==> src/pktb_pkg.sv <==
// ----------------------------------------------------------------------------
// pktb_pkg
// Shared types and constants for the per-key token bucket limiter.
// ----------------------------------------------------------------------------
package pktb_pkg;

    localparam int TABLE_ENTRIES = 64;
    localparam int IDX_W         = $clog2(TABLE_ENTRIES);
    localparam int CNT_W         = $clog2(TABLE_ENTRIES + 1);
    localparam int KEY_W         = 32;
    localparam int TIME_W        = 64;
    localparam int TOK_W         = 16;
    localparam int IVL_W         = 32;
    localparam int DIV_CNT_W     = 7;

    localparam logic [TOK_W-1:0] DEPTH_RESET    = 16'd20;
    localparam logic [IVL_W-1:0] INTERVAL_RESET = 32'd10000000;

    typedef enum logic [0:0] {
        REG_BUCKET_DEPTH = 1'b0,
        REG_REFILL_IVL   = 1'b1
    } reg_index_t;

    typedef enum logic [3:0] {
        ST_IDLE,
        ST_SCAN,
        ST_SCAN_WAIT,
        ST_DIVIDE,
        ST_UPDATE,
        ST_AGE,
        ST_OUTPUT
    } state_t;

    // controller -> datapath
    typedef struct packed {
        logic load;        // latch request
        logic scan_start;  // clear scan state, index 0
        logic scan_step;   // examine current index, advance
        logic div_start;
        logic div_step;
        logic commit;      // write back entry
        logic age_start;
        logic age_step;
        logic out_load;
    } cmd_t;

    // datapath -> controller
    typedef struct packed {
        logic scan_last;
        logic found;
        logic div_last;
        logic age_last;
    } status_t;

endpackage

==> src/pktb_ctrl.sv <==
// ----------------------------------------------------------------------------
// pktb_ctrl
// Sequencer: scan, optional divide, write back, age pass, output.
// ----------------------------------------------------------------------------
module pktb_ctrl (
    input  logic              clk,
    input  logic              rst_n,
    input  logic              in_fire,
    input  logic              out_free,
    input  pktb_pkg::status_t sts,
    output logic              busy,
    output pktb_pkg::cmd_t    cmd
);

    pktb_pkg::state_t state_reg;
    pktb_pkg::state_t state_next;

    always_ff @(posedge clk or negedge rst_n)
    begin
        if (!rst_n)
        begin
            state_reg <= pktb_pkg::ST_IDLE;
        end
        else
        begin
            state_reg <= state_next;
        end
    end

    always_comb
    begin
        state_next = state_reg;
        cmd        = '0;
        busy       = (state_reg != pktb_pkg::ST_IDLE);
        case (state_reg)
            pktb_pkg::ST_IDLE:
            begin
                if (in_fire)
                begin
                    cmd.load       = 1'b1;
                    cmd.scan_start = 1'b1;
                    state_next     = pktb_pkg::ST_SCAN;
                end
            end
            pktb_pkg::ST_SCAN:
            begin
                cmd.scan_step = 1'b1;
                if (sts.scan_last)
                begin
                    state_next = pktb_pkg::ST_SCAN_WAIT;
                end
            end
            pktb_pkg::ST_SCAN_WAIT:
            begin
                // last registered read is examined in this cycle
                cmd.scan_step = 1'b1;
                if (sts.found)
                begin
                    cmd.div_start = 1'b1;
                    state_next    = pktb_pkg::ST_DIVIDE;
                end
                else
                begin
                    state_next = pktb_pkg::ST_UPDATE;
                end
            end
            pktb_pkg::ST_DIVIDE:
            begin
                cmd.div_step = 1'b1;
                if (sts.div_last)
                begin
                    state_next = pktb_pkg::ST_UPDATE;
                end
            end
            pktb_pkg::ST_UPDATE:
            begin
                cmd.commit    = 1'b1;
                cmd.age_start = 1'b1;
                state_next    = pktb_pkg::ST_AGE;
            end
            pktb_pkg::ST_AGE:
            begin
                cmd.age_step = 1'b1;
                if (sts.age_last)
                begin
                    state_next = pktb_pkg::ST_OUTPUT;
                end
            end
            pktb_pkg::ST_OUTPUT:
            begin
                if (out_free)
                begin
                    cmd.out_load = 1'b1;
                    state_next   = pktb_pkg::ST_IDLE;
                end
            end
            default:
            begin
                state_next = pktb_pkg::ST_IDLE;
            end
        endcase
    end

endmodule

==> config.mk <==
export PLATFORM = sky130hd
export DESIGN_NAME = pktb_ctrl
export DESIGN_NICKNAME = d
export VERILOG_FILES = /design/src/pktb_pkg.sv /design/src/pktb_ctrl.sv
export SDC_FILE = /design/constraint.sdc
export NUM_CORES = 1
export LEC_CHECK = 0
export ABC_AREA = 1
export BUFFER_PORTS_ARGS = -buffer_cell sky130_fd_sc_hd__buf_2
export CORE_AREA = 2 2 39 41
export CTS_BUF_LIST = sky130_fd_sc_hd__clkbuf_8 sky130_fd_sc_hd__clkbuf_16
export CTS_CLUSTER_SIZE = 28
export DETAILED_ROUTE_END_ITERATION = 6
export DIE_AREA = 0 0 41 43
export RECOVER_POWER = 50
export SYNTH_ARGS = -nofsm -noshare
export SYNTH_HDL_FRONTEND = slang
export SYNTH_SLANG_ARGS = --single-unit
==> constraint.sdc <==
create_clock -name clk -period 1 [get_ports clk]
set_input_delay 0.05 -clock clk [delete_from_list [all_inputs] [get_ports clk]]
set_output_delay 0.05 -clock clk [all_outputs]
set_load 0.02 [all_outputs]
After elaboration in Yosys (flattened, before gate mapping)
Index checks and enable logic that the tools add are counted.
{"block": "classes", "n_reduce_logical": 4, "mux": 17, "n_eq_ne": 11}
{"op": "one-hot mux 4 bit (7 select lines)", "n": 1}
{"op": "2-to-1 mux 4 bit", "n": 5}
{"op": "equality test 4 x 3 -> 1 bit (second input constant)", "n": 3}
{"op": "!= test 2 bit (second input constant)", "n": 5}
{"op": "equality test 4 x 2 -> 1 bit (second input constant)", "n": 2}
{"op": "2-to-1 mux 1 bit", "n": 7}
{"op": "2-to-1 mux 2 bit", "n": 3}
{"op": "AND reduction 5 bit", "n": 1}
{"op": "equality test 4 x 1 -> 1 bit (second input constant)", "n": 1}
{"op": "logical NOT 4 bit", "n": 1}
{"op": "nonzero test 4 bit", "n": 1}
{"op": "2-to-1 mux 3 bit", "n": 1}
{"op": "OR reduction 2 bit", "n": 1}
{"block": "word_totals", "wordCells": 33, "out_inout_bits": 10, "regBits": 4}

Logic depth before layout (Yosys ltp)
Gate-level depths: netlist of the first run.
{"block": "depth", "word_depth": 3, "mapped_depth": 8, "ltp_nobuf": 7}

Least setup slack after synthesis of the first run
No wires, ideal clock.
{"block": "synth_timing", "kind": "register to output", "start": "reg state_reg[0]", "end": "out cmd[8] (netlist name)", "n_path_buf": 2, "path_slack_ns": -0.428, "path_stages_with_launch": 6, "arrival_ns": 1.378, "cell_sequence": "dfrtp_1 > buf_6 > nor2_1 > nand2_1 > nor2_1 > buf_4"}
{"item": "start, declared", "line": "pktb_ctrl.sv:15", "text": "pktb_pkg::state_t state_reg;"}
{"item": "start signal, assigned", "line": "pktb_ctrl.sv:22", "text": "state_reg <= pktb_pkg::ST_IDLE;"}
{"item": "start signal, assigned", "line": "pktb_ctrl.sv:26", "text": "state_reg <= state_next;"}
{"item": "end, declared", "line": "pktb_ctrl.sv:12", "text": "output pktb_pkg::cmd_t cmd"}

==> impl_metrics.yaml, run 1 <==
layout:
  largest_reg_flops: 3
  multi_input_area_um2: 275.3
  layout.nets: 105
  seqCellArea_um2: 78.83
  num-fill-cells: 128
  antenna_cells: 0
  syn2layout_area_growth_pct: 137.5
  drive_above_1_share_pct: 65.63
floorplanning:
  dieWidth_um: 41
  io_pins: 18
  die_area_um2: 1763
  die_y_um: 43
  rows: 14
  core_um2: 1384
  start_util_pct: 24.32
yosys:
  synthCells: 57
  synth_cell_types: 18
  synth_top_area_share_pct: 22.30
  synth_edf_count: 0
  yosys_warnings: 0
  synth_seq_area_share_pct: 22.30
  synth.largest_area_cell: "dfrtp_1"
  synthTopCellsByCount: "nand2_1 (16), inv_1 (10), nand3_1 (5), nor2_1 (5), nor2_2 (4)"
  yosys-top-cells-area: "dfrtp_1 (22%), nand2_1 (18%), inv_1 (11%)"
  async_reset_ff_share_pct: 100.0
  ys_seq_elements: 3
  syn_area_um2: 336.6
  syn_nets: 65
  ys.flop_type: "dfrtp_1"
  avgSynthCellArea_um2: 5.905
  yosysMostFrequentCell: "nand2_1"
global_route:
  grt_usage_pct: 17.57
  grt_pass1_wl_um: 1938
  grt_max_degree: 7
  grt_pass1_vias: 452
  antenna_found_initial: 0
  grt_overflow: 0
detailed_routing:
  drtIter0Drc: 6
  wl_per_cell_um: 11.58
  vias_per_cell: 4.393
  routed_wl_um: 1297
  ant_nets: 0
  drcViolationCount: 0
  vias: 492
  dr.pass1.iters: 5
pwr:
  p_comb_share_pct: 73.6
  p_int_w: 0.001544
  peakVddDrop_mv: 1.848
  seqPwrFrac_pct: 13.1
  cellPowerDensity_nw_per_um2: 3487
  switchingPower_w: 0.001244
  clockPowerShare_pct: 13.3
  p_sw_share_pct: 44.63
  p_leak_nw: 0.4418
outcome:
  violations: "negative setup slack"
  status: "finished with violations"
flow_run:
  max_cap_viol_count: 0
timing:
  setup_ws_ns: -0.2806
  grt_setup_unrepaired: "yes"
  worst_pin_slew_ns: 0.2191
  holdWs_ns: 0.1694
  setup_viol: 13
  timing_hold_violations_final: 0
  fmax_ghz: 0.7809
  fin_crit_ns: 1.281
  fin_skew_ns: 0.008195
  timing.final.crit_share_pct: 128.1
  drv_slew: 0
  slew_headroom_pct: 85.35
clock_tree:
  htree_levels: 1
  cts_root_buffer: "clkbuf_8"
  cts_max_path_buffers: 2
  path_clk_slew_ns: 0.04
  cts_tree: "done"
  clk_latency_ns: 0.23
  cts_inserted_buffers: 3
  clock_sinks: 3
worst_setup_path:
  startpoint_type: "register"
  cp-end-kind: "output pin"
  crit_required_ns: 0.95
  crit_arrival_ns: 1.23
  crit_path_max_fanout: 6
  critical_path_class: "reg -> out"
placement:
  dp.final_hpwl_um: 764
  pre_cts_ws_ns: -0.2117
  globalplace.congestion: 0.7899
  portBuffers: 17
hold_path:
  hp-class: "in -> async"
[per-layer routing]
layer	vias up	wire length [um]	track usage, %
li1	255	-	-
met1	207	504	19.61
met2	25	671	27.19
met3	5	74	1.571
met4	0	47	16.00
met5	-	0	0
[critical path, stage by stage (launching register included)]
cell     delay [ns]
dfrtp_2        0.47
nor2_4         0.14
buf_6          0.11
nand2_4        0.05
nor2_4         0.10
buf_6          0.13
[what timing repair did]
item | 4_1_cts | 5_1_grt
pin swaps | 5 | 3
buffers inserted | 8 | 4
endpoints found under the setup margin | 13 | 13
hold buffers | 1 | 0
gates resized for setup | 32 | 2
endpoints found under the hold margin | 3 | 0
[placed cells by master (no fill, tap or decap)]
cell           synthesis  final
a21oi_1                1      1
a31oi_1                1      1
buf_12                 0      1
buf_2                  0      6
buf_4                  2     16
buf_6                  1     13
clkbuf_1               0      1
clkbuf_8               0      3
dfrtp_2                0      3
dlygate4sd3_1          0      1
inv_1                 10     10
inv_2                  2      1
inv_4                  0      2
nand2_1               16     11
nand2_2                1      3
nand2_4                0      3
nand3_1                5      5
nand3_2                1      1
nor2_1                 5      1
nor2_2                 4      2
nor2_4                 0      6
nor3_2                 1      1
nor3_4                 0      1
o21ai_1                0      1
o21bai_1               1      1
o22ai_2                0      1
[logic make-up after synthesis]
family	share of synthesized area, %
simple gates	47.58
buf+inv	21.19
compound gates	8.922
flops	22.30
[power by group through the flow]
stage,Sequential [W],Clock [W],Combinational [W]
finish,0.000365,0.000370,0.00205
global route,0.000375,0.000382,0.00220
CTS,0.000359,0.000363,0.00191
detailed placement,0.000337,0,0.00135
global placement,0.000333,0,0.00134
floorplan,0.000273,0,0.00100
[metrics by stage]
stage,std cells,power (W),TNS (ns),area (um2),util (%)
finish,112,0.002788,-3.229,799.5,57.78
global route,112,0.002961,-3.777,799.5,57.78
CTS,109,0.002635,-3.064,772.0,55.79
detailed placement,96,0.001684,-1.311,545.5,39.42
global placement,96,0.001678,-1.202,545.5,39.42
floorplan,57,0.001274,-0.4692,402.9,-
[path summary, 6_finish.rpt]
path / from / endpoint / slack [ns] / depth (start not counted)
min: rst_n / state_reg[1] / 0.17 / 2
min reg2reg: state_reg[2] / state_reg[2] / 0.83 / 4
max reg2reg: state_reg[1] / state_reg[2] / -0.28 / 7
max: state_reg[0] / cmd[7] / -0.28 / 5
min in group clk: sts[2] / state_reg[0] / 0.19 / 3
max in group asynchronous: rst_n / state_reg[2] / 0.64 / 2
[layout make-up]
cell class | count | share of cell area, %
Clock inverter | 1 | 0.4695
Inverter | 12 | 6.260
Timing Repair Buffer | 38 | 41.31
Sequential cell | 3 | 9.859
Clock buffer | 3 | 5.164
Multi-Input combinational cell | 39 | 34.43
Tap cell | 16 | 2.504
(Power assumes the default switching activity.)
==> run 2: changes to the inputs <==
--- a/config.mk
+++ b/config.mk
@@ -5,7 +5,6 @@
 export SDC_FILE = /design/constraint.sdc
 export NUM_CORES = 1
 export LEC_CHECK = 0
-export ABC_AREA = 1
 export BUFFER_PORTS_ARGS = -buffer_cell sky130_fd_sc_hd__buf_2
 export CORE_AREA = 2 2 39 41
 export CTS_BUF_LIST = sky130_fd_sc_hd__clkbuf_8 sky130_fd_sc_hd__clkbuf_16
@@ -13,6 +12,7 @@
 export DETAILED_ROUTE_END_ITERATION = 6
 export DIE_AREA = 0 0 41 43
 export RECOVER_POWER = 50
+export SETUP_SLACK_MARGIN = 0.05
 export SYNTH_ARGS = -nofsm -noshare
 export SYNTH_HDL_FRONTEND = slang
 export SYNTH_SLANG_ARGS = --single-unit
==> run 2 against run 1 <==
  * Largest cell class is now multi-input combinational cells
  * First-iteration DRC count fell by 83%
  * Total power fell by 21%
  * The flow still finishes with violations (negative setup slack)
  * Register-to-register slack improved by 0.07 ns
  * Worst hold slack got worse by 0.0089 ns
  * Design area fell by 21%
  * Synthesized cell count fell by 37%
  * Sequential cell count did not move
  * Final cell count fell by 31%
  * Non-clock buffer count fell by 12
==> impl_metrics.yaml, run 2 <==
yosys:
  ys.flop_type: "dfrtp_1"
  ys_seq_elements: 3
  yosys_warnings: 0
  synthCells: 36
  syn_area_um2: 271.5
  syn_nets: 44
  synth_seq_area_share_pct: 27.65
  synth_edf_count: 0
  yosys-top-cells-area: "dfrtp_1 (28%), buf_2 (5.5%), o21ai_0 (5.5%)"
  synthTopCellsByCount: "nand2_1 (4), nor2_1 (4), buf_2 (3), dfrtp_1 (3), o21ai_0 (3)"
  avgSynthCellArea_um2: 7.542
  synth_top_area_share_pct: 27.65
  synth_cell_types: 21
  synth.largest_area_cell: "dfrtp_1"
  async_reset_ff_share_pct: 100.0
placement:
  pre_cts_ws_ns: -0.1300
  globalplace.congestion: 0.7588
  portBuffers: 17
timing:
  fin_skew_ns: 0.003133
  fin_crit_ns: 1.296
  fmax_ghz: 0.7717
  slew_headroom_pct: 85.02
  timing.final.crit_share_pct: 129.6
  setup_viol: 13
  grt_setup_unrepaired: "yes"
  holdWs_ns: 0.1605
  fin_setup_tns_ns: -2.625
  setup_ws_ns: -0.2958
  worst_pin_slew_ns: 0.2223
  drv_slew: 0
  timing_hold_violations_final: 0
pwr:
  p_leak_nw: 0.2887
  cellPowerDensity_nw_per_um2: 3471
  peakVddDrop_mv: 1.311
  total_power_w: 0.002197
clock_tree:
  clk_latency_ns: 0.22
  cts_root_buffer: "clkbuf_8"
  cts_tree: "done"
  htree_levels: 1
  cts_inserted_buffers: 3
  path_clk_slew_ns: 0.03
  cts_max_path_buffers: 2
  clock_sinks: 3
worst_setup_path:
  max_stage_delay_ns: 0.41
  critical_path_class: "reg -> out"
  crit_path_max_fanout: 3
  startpoint_type: "register"
  crit_slowest_cell: "dfrtp_1"
  r2r_cells: 4
  crit_arrival_ns: 1.25
  r2r-start: "state_reg[2]"
  r2r_slack_ns: -0.21
  cp_cell_sequence: "or3_4, nor2_4, buf_4"
  r2r_end: "state_reg[0]"
  crit_required_ns: 0.95
  cp-end-kind: "output pin"
layout:
  mostFrequentLayoutCells: "buf_6 (9), buf_2 (7), buf_4 (6)"
  drive_above_1_share_pct: 72.13
  largest_reg_flops: 3
  layout.nets: 70
  syn2layout_area_growth_pct: 133.2
  layout_commonest_cell: "buf_6"
  antenna_cells: 0
global_route:
  grt_max_degree: 14
  antenna_found_initial: 0
  grt_pass1_vias: 322
  grt_overflow: 0
  grt_usage_pct: 10.05
  grt_pass1_wl_um: 1200
flow_run:
  max_cap_viol_count: 0
detailed_routing:
  ant_nets: 0
  vias_per_cell: 4.506
  routed_wl_um: 914
  drcViolationCount: 0
  drtIter0Drc: 1
  dr.pass1.iters: 2
  wl_per_cell_um: 11.87
  vias: 347
hold_path:
  holdPathEnd: "state_reg[2]"
  holdPathStages: 3
  holdCritStartpoint: "sts[1]"
  hp-class: "in -> reg"
outcome:
  status: "finished with violations"
  violations: "negative setup slack"
floorplanning:
  rows: 14
  io_pins: 18
  core_um2: 1384
  start_util_pct: 19.62
  die_y_um: 43
  die_area_um2: 1763
  dieWidth_um: 41
[run 2: cell types whose count changed in the layout (fill, tap and decap cells not counted), moves of 3 or more]
cell     before  now
buf_4        16    6
buf_6        13    9
dfrtp_1       0    3
dfrtp_2       3    0
inv_1        10    2
nand2_1      11    2
nand3_1       5    0
nor2_4        6    1
[run 2: metal layers]
layer	wire length, um	part of all wire (%)	track usage [%]
met1	338	37	9.355
met3	51	5.6	3.141
met2	524	57	17.50
met4	0	0	6.000
met5	0	0	0
[run 2: power breakdown]
group	internal [W]	switching [W]
registers	0.000181	0.0000603
logic	0.000824	0.000792
clock network	0.000261	0.0000786
[run 2: how the worst max path moves through the flow]
stage | start | endpoint | slack, ns | cells after the start
after floorplan | state_reg[2] | cmd[8] | -0.28 | 4
after global placement | state_reg[2] | cmd[5] | -0.12 | 5
after detailed placement | state_reg[2] | state_reg[0] | -0.13 | 3
after CTS | state_reg[0] | cmd[7] | -0.30 | 3
after global routing | state_reg[0] | cmd[7] | -0.34 | 3
final | state_reg[0] | cmd[7] | -0.30 | 3
[run 2: repair_timing]
action / CTS / global route
hold buffers: 1 / 0
hold endpoints to repair: 3 / 0
endpoints found under the setup margin: 13 / 13
setup buffers: 1 / 3
resized for setup: 22 / 15
pin swaps: 3 / 5
[run 2: logic make-up (layout without fill, tap and decap cells)]
family,Yosys count,in the layout,share of synthesized area [%]
AND/OR/NAND/NOR,17,17,33.18
AO/OA/AOI/OAI,7,7,16.59
buffers and inverters,7,32,13.82
flip-flops,3,3,27.65
XOR/XNOR,1,1,3.226
multiplexers,1,1,5.528
[run 2: final cells by class]
| cell class | instances | area [um2] |
|---|---|---|
| multi-input cells | 26 | 250.2 |
| clock buffers | 3 | 41.29 |
| well taps | 16 | 20.02 |
| clock inverters | 1 | 3.754 |
| fillers | 139 | 750.7 |
| inverters | 2 | 12.51 |
| repair buffers | 26 | 230.2 |
| flip-flops and latches | 3 | 75.07 |
[run 2: critical path, delay by kind of cell, from the launching register on]
| kind | cells | cell delay (ns) |
|---|---|---|
| and+or+nand+nor | 2 | 0.49 |
| buffers and inverters | 1 | 0.14 |
| DFF | 1 | 0.41 |
[run 2: per-stage QoR]
| step | cell area (um2) | utilization (%) | std cells |
|---|---|---|---|
| 2_1_floorplan | 337.8 | - | 36 |
| 3_3_place_gp | 432.9 | 31.28 | 68 |
| 3_5_place_dp | 432.9 | 31.28 | 68 |
| 4_1_cts | 564.3 | 40.78 | 74 |
| 5_1_grt | 633.1 | 45.75 | 77 |
| 6_report | 633.1 | 45.75 | 77 |
